[src/design/assert_macros.svh]
// Concurrent assertion macros shared by the scan-code block.
// Depends on nothing; define NO_ASSERTIONS to compile the checks away.
`ifndef ASSERT_MACROS_SVH
`define ASSERT_MACROS_SVH

`ifndef NO_ASSERTIONS
// Check prop at every rising edge except while rst is high.
`define KSA_ASSERT(label, clk, rst, prop) \
   label: assert property (@(posedge clk) disable iff (rst) prop) \
      else $error("scan-code block check failed");
// Check prop at every rising edge, reset included.
`define KSA_ASSERT_ALWAYS(label, clk, prop) \
   label: assert property (@(posedge clk) prop) \
      else $error("scan-code block check failed");
`else
`define KSA_ASSERT(label, clk, rst, prop)
`define KSA_ASSERT_ALWAYS(label, clk, prop)
`endif

`endif

[src/design/ksa_pkg.sv]
// Types, scan-code constants and the ASCII translation tables.
// Depends on nothing; used by the decoder and the top level.
package ksa_pkg;

   localparam logic [7:0] BreakBit      = 8'h80;
   localparam logic [7:0] LshiftMake    = 8'h2A;
   localparam logic [7:0] RshiftMake    = 8'h36;
   localparam logic [7:0] LshiftBreak   = 8'hAA;
   localparam logic [7:0] RshiftBreak   = 8'hB6;
   localparam logic [7:0] BackspaceMake = 8'h0E;
   localparam int         TableLen      = 89;
   localparam int         CharWidth     = 7;

   typedef logic [CharWidth-1:0] char_type;

   typedef enum logic [2:0] {
      OP_NONE,
      OP_SHIFT_SET,
      OP_SHIFT_CLR,
      OP_BACKSPACE,
      OP_PUSH,
      OP_POP
   } op_code_type;

   typedef struct packed {
      op_code_type op;
      char_type    ch;
   } op_type;

   localparam char_type PlainTable [TableLen] = '{
      7'h00, 7'h00, 7'h31, 7'h32, 7'h33, 7'h34, 7'h35, 7'h36, 7'h37, 7'h38,
      7'h39, 7'h30, 7'h2D, 7'h3D, 7'h00, 7'h00, 7'h71, 7'h77, 7'h65, 7'h72,
      7'h74, 7'h79, 7'h75, 7'h69, 7'h6F, 7'h70, 7'h5B, 7'h5D, 7'h0A, 7'h00,
      7'h61, 7'h73, 7'h64, 7'h66, 7'h67, 7'h68, 7'h6A, 7'h6B, 7'h6C, 7'h3B,
      7'h27, 7'h60, 7'h00, 7'h5C, 7'h7A, 7'h78, 7'h63, 7'h76, 7'h62, 7'h6E,
      7'h6D, 7'h2C, 7'h2E, 7'h2F, 7'h00, 7'h2A, 7'h00, 7'h20, 7'h00, 7'h00,
      7'h00, 7'h00, 7'h00, 7'h00, 7'h00, 7'h00, 7'h00, 7'h00, 7'h00, 7'h00,
      7'h00, 7'h37, 7'h38, 7'h39, 7'h2D, 7'h34, 7'h35, 7'h36, 7'h2B, 7'h31,
      7'h32, 7'h33, 7'h30, 7'h2E, 7'h00, 7'h00, 7'h00, 7'h00, 7'h00
   };

   localparam char_type ShiftTable [TableLen] = '{
      7'h00, 7'h00, 7'h21, 7'h40, 7'h23, 7'h24, 7'h25, 7'h5E, 7'h26, 7'h2A,
      7'h28, 7'h29, 7'h5F, 7'h2B, 7'h00, 7'h00, 7'h51, 7'h57, 7'h45, 7'h52,
      7'h54, 7'h59, 7'h55, 7'h49, 7'h4F, 7'h50, 7'h7B, 7'h7D, 7'h0A, 7'h00,
      7'h41, 7'h53, 7'h44, 7'h46, 7'h47, 7'h48, 7'h4A, 7'h4B, 7'h4C, 7'h3A,
      7'h22, 7'h7E, 7'h00, 7'h7C, 7'h5A, 7'h58, 7'h43, 7'h56, 7'h42, 7'h4E,
      7'h4D, 7'h3C, 7'h3E, 7'h3F, 7'h00, 7'h2A, 7'h00, 7'h20, 7'h00, 7'h00,
      7'h00, 7'h00, 7'h00, 7'h00, 7'h00, 7'h00, 7'h00, 7'h00, 7'h00, 7'h00,
      7'h00, 7'h37, 7'h38, 7'h39, 7'h2D, 7'h34, 7'h35, 7'h36, 7'h2B, 7'h31,
      7'h32, 7'h33, 7'h30, 7'h2E, 7'h00, 7'h00, 7'h00, 7'h00, 7'h00
   };

   // Translate a make code; codes past the end of the table give no character.
   function automatic char_type ascii_lookup(input logic shift, input logic [6:0] code);
      char_type ch;
      ch = '0;
      if (int'(code) < TableLen) begin
         ch = shift ? ShiftTable[code] : PlainTable[code];
      end
      return ch;
   endfunction

endpackage

[src/design/ksa_decode.sv]
// Classifies a request into a buffer operation and translates make codes.
// Depends on ksa_pkg for the op type, constants and ASCII tables.
module ksa_decode import ksa_pkg::*; (
   input  logic       kind,
   input  logic [7:0] scan_code,
   input  logic       shift_held,
   output op_type     op
);

   char_type ch;

   assign ch = ascii_lookup(shift_held, scan_code[6:0]);

   always_comb begin
      op.ch = ch;
      priority if (kind) begin
         op.op = OP_POP;
      end else if ((scan_code & BreakBit) != '0) begin
         // only shift releases matter among break codes
         op.op = (scan_code == LshiftBreak || scan_code == RshiftBreak)
                 ? OP_SHIFT_CLR : OP_NONE;
      end else if (scan_code == LshiftMake || scan_code == RshiftMake) begin
         op.op = OP_SHIFT_SET;
      end else if (scan_code == BackspaceMake) begin
         op.op = OP_BACKSPACE;
      end else if (ch != '0) begin
         op.op = OP_PUSH;
      end else begin
         op.op = OP_NONE;
      end
   end

endmodule

[config.mk]
export PLATFORM = sky130hd
export DESIGN_NAME = ksa_decode
export DESIGN_NICKNAME = d
export VERILOG_FILES = /design/src/design/assert_macros.svh /design/src/design/ksa_pkg.sv /design/src/design/ksa_decode.sv
export SDC_FILE = /design/constraint.sdc
export NUM_CORES = 1
export LEC_CHECK = 0
export BUFFER_PORTS_ARGS = -buffer_cell sky130_fd_sc_hd__clkbuf_2
export CAP_MARGIN = 20
export CORE_MARGIN = 1.5
export CORE_UTILIZATION = 45
export DETAILED_ROUTE_END_ITERATION = 16
export GPL_ROUTABILITY_DRIVEN = 0
export PLACE_DENSITY_LB_ADDON = 0.25
export SLEW_MARGIN = 15
export SYNTH_ARGS = -nofsm -noshare
export SYNTH_HDL_FRONTEND = slang
export SYNTH_SLANG_ARGS = --single-unit
[constraint.sdc]
create_clock -name vclk -period 2.25
set_input_delay 0 -clock vclk [all_inputs]
set_output_delay 0 -clock vclk [all_outputs]
set_load 0.05 [all_outputs]
### Yosys cells after proc, flatten, opt, wreduce, memory -nomap -nowiden

Memory sizes are Yosys's and may differ from the RTL's.
Index checks and enable logic that the tools add are counted.
W data, S select, Z words.

* $lt $le $gt $ge: 2
* equality and inequality tests: 5
* mux-type cells: 12
* bitwise gates (word level): 1
* reductions and logical operators: 3

Operators by type and width (count)
* $mux W7: 6
* $eq A8 B6 Y1 const B: 2
* $eq A8 B8 Y1 const B: 2
* $mux W3: 5
* $eq A8 B4 Y1 const B: 1
* $ge A8 B8 Y1 const B: 1
* $not A7 Y8: 1
* $lt A7 B7 Y1 const B: 1
* $reduce_bool A7 Y1: 1
* $logic_or A1 B1 Y1: 2
* $mux W2: 1

* flip-flop bits (word level): 0
* memory bits (read-only): 1792
* bits of input ports: 10
* output and inout port bits: 10
* logic and storage cells: 25
* memories: 2

Memories
* (no name shown): words 128, width 7, read ports 1, clocked after Yosys merged registers in 0, wr ports 0, line ksa_pkg.sv:59 `ch = shift ? ShiftTable[code] : PlainTable[code];`
* (no name shown): words 128, width 7, read ports 1, clocked after Yosys merged registers in 0, wr ports 0, line ksa_pkg.sv:59

### Depth between registers and ports, before layout

* depth in word-level cells: 12
* gate-level depth with buffers: 10
* gate-level depth less buffers: 8

### Worst setup path before layout

No wires, ideal clock.

* path kind: input -> output
* from: input scan_code[1]
* to: output op[9] (netlist bit)
* arrival: 2.986 ns
* required time: 2.250 ns
* path slack: -0.736 ns
* cell stages on the path: 9
* path buffers: 1
* path through: buf_2 inv_1 ha_1 nand2_1 o21ai_0 a31oi_1 a211oi_1 nor4_2 a41oi_2

RTL lines
* start, declared: line ksa_decode.sv:5 `input logic [7:0] scan_code,`
* end, declared: line ksa_decode.sv:7 `output op_type op`

==> impl_metrics.tcl <==
set metrics [dict create \
    status "finished clean" \
    die_h_um 63.4 \
    fin_util 0.571 \
    hold_viol_final 0 \
    leakage_nw 0.777 \
    synth_xor_area_frac 0.0107 \
    overflow 0 \
    path_common_cell "buf_4" \
    postPlaceCellArea_sq_um 1940 \
    worst_slack_ns 0.132 \
    via_count 2036 \
    multi_input_area_sq_um 1500 \
    clock.fmax_mhz 472 \
    areaGrowthSynthToFinish_pct 18.9 \
    crit_buf_inv 4 \
    drc_errors 0 \
    power_density_nw_per_um2 223 \
    cap_violations 0 \
    place_ws_ns 0.0225 \
    synth.area.mux_share 0.0450 \
    design.core.area_sq_um 3420 \
    hold_class "in -> out" \
    fillCellCount 353 \
    maxSlewHeadroom 0.711 \
    initial_utilization 0.480 \
    dp_cells 307 \
    syn_inst 237 \
    drt_first_pass_iters 5 \
    worstSetupStartpointType "input pin" \
    crit_path_end_kind "output pin" \
    antenna_found_initial 0 \
    dp_hpwl_um 4260 \
    n_clock_buffer 0 \
    rsz0062_at_grt "false" \
    grt_pass1_wl_um 9310 \
    io_buffers 20 \
    drt_iter0_markers 276 \
    avgViaCountPerCell 6.63 \
    synth_warnings 0 \
    drv_slew 0 \
    finalSetupTns_ns 0 \
    synth_cell_types 66 \
    cp_slowest_stage_delay_ns 0.28 \
    totalWireLength_um 5580 \
    design_area_sq_um 1950 \
    seq_area_sq_um 0 \
    synth_area_sq_um 1640 \
    synth_area_per_cell_sq_um 6.92 \
    worstPathCellList "clkbuf_2 > inv_6 > buf_4 > ha_1 > and3_1 > a211oi_1 > o221ai_1 > a32oi_4 > nor2_2 > a41oi_4 > buf_4" \
    synth_adder_area_share 0.107 \
    setup-violations-final 0 \
    die_w_um 63.4 \
    finalNonFillerCells 307 \
    synthSimpleGateAreaFrac 0.299 \
    numSequentialCells 0 \
    hold-path-endpoint "op[8]" \
    grt_pass1_vias 1845 \
    layout_min_cycle_time_ns 2.12 \
    rows 21 \
    postCtsSetupBuffers 0 \
    worst_path_max_delay_cell "a32oi_4" \
    synth_compound_area_frac 0.410 \
    grt_max_degree 31 \
    ir_drop_uv 119 \
    final_nets 287 \
    critPathArrivalTime_ns 2.12 \
    worst_pin_slew_ns 0.433 \
    wl_per_cell_um 18.2 \
    synth_fp_nets 261 \
    die-area_sq_um 4020 \
    postRouteAntennaNets 0 \
    synth_top_family_by_area "compound AO/OA/AOI/OAI gates" \
    min_from "kind" \
    grtUsageTotal 0.282 \
    n_antenna_cell 0 \
    seq_area_frac_synth 0 \
    min_path_cells 3 \
    drive_above_1_share 0.284 \
    hold_buffers 0 \
    critPathKind "in -> out" \
    crit_fanout 8 \
    min_period_over_period 0.942 \
    io_pins 20 \
    crit_family "compound AO/OA/AOI/OAI gates" \
    cp.required_ns 2.25 \
]
[cells by family after synthesis]
family                   Yosys count
adder cells (fa/ha/maj)           14
multiplexers                       7
AO/OA/AOI/OAI                     89
XOR/XNOR                           2
buffers and inverters             39
AND/OR/NAND/NOR                   86
[stage by stage]
step,hold slack [ns],power (W)
floorplan,0.177,0.000308
global placement,0.405,0.000422
detailed placement,0.406,0.000423
CTS,0.407,0.000424
global route,0.433,0.000466
finish,0.405,0.000435
[Yosys cell counts, types with 3 or more instances]
master / count / area [sq um]
ha_1: 14 / 175
a211oi_1: 6 / 45.0
buf_2: 14 / 70.1
inv_1: 12 / 45.0
nor2_1: 12 / 45.0
o2111ai_1: 6 / 52.6
o21ai_0: 17 / 85.1
or3_1: 3 / 18.8
clkbuf_1: 3 / 11.3
a311oi_1: 3 / 26.3
nor3_1: 6 / 30.0
nand3_1: 5 / 25.0
nand3b_1: 5 / 37.5
mux2_2: 3 / 33.8
a31oi_1: 4 / 25.0
a21oi_1: 14 / 70.1
buf_6: 5 / 56.3
mux2i_1: 4 / 40.0
nand2b_1: 12 / 75.1
nor2b_1: 3 / 18.8
o32ai_1: 3 / 26.3
nand2_1: 17 / 63.8
o211ai_1: 5 / 37.5
[worst min-delay path, delay by kind of cell]
family / cells / cell delay (ns)
buffers and inverters: 2 / 0.35
AOI/OAI and AO/OA: 1 / 0.05
[report_power, final]
group          internal (W)  total [W]  switching, W
Sequential                0          0             0
Clock                     0          0             0
Combinational      0.000159   0.000435      0.000275
Total              0.000159   0.000435      0.000275
[timing repair]
action                     CTS  global route
resized for setup            0             6
hold endpoints to repair     0             0
setup endpoints to repair    0             3
[worst max path at each step]
stage | startpoint | to | slack, ns | cells after the start
3_5_place_dp | scan_code[1] | op[9] | 0.02 | 11
5_1_grt | scan_code[1] | op[9] | 0.0008 | 11
6_report | scan_code[1] | op[9] | 0.13 | 11
4_1_cts | scan_code[1] | op[9] | 0.02 | 11
3_3_place_gp | scan_code[1] | op[9] | 0.01 | 11
2_1_floorplan | scan_code[0] | op[9] | 0.006 | 8
[cells in the final DEF (no fill, tap or decap), types with 3 or more instances in the layout]
master / count
nand2b_1: 12
buf_4: 30
a311oi_1: 3
o21ai_0: 16
a21oi_1: 13
inv_1: 10
a211oi_1: 5
a31oi_1: 4
o2111ai_1: 6
ha_1: 11
or3_1: 3
nor2b_1: 3
clkbuf_2: 19
mux2_2: 3
nor2_1: 12
nand2_1: 17
o32ai_1: 3
nor3_1: 6
nand3b_1: 5
nand3_1: 5
mux2i_1: 4
o211ai_1: 5
[final cells by class]
| type | instances | share of cell area |
|---|---|---|
| tap | 46 | 0.0295 |
| timing repair buffer | 50 | 0.174 |
| inverter | 13 | 0.0289 |
| multi-input combinational | 198 | 0.767 |
[per-layer routing]
| layer | vias up | GRT usage | share of wire |
|---|---|---|---|
| li1 | 959 | - | - |
| met1 | 925 | 0.395 | 0.44 |
| met5 | - | 0 | 0 |
| met4 | 0 | 0.0734 | 0.033 |
| met2 | 131 | 0.450 | 0.44 |
| met3 | 21 | 0.0393 | 0.091 |
Note: power is estimated with default switching activity, not from simulation.
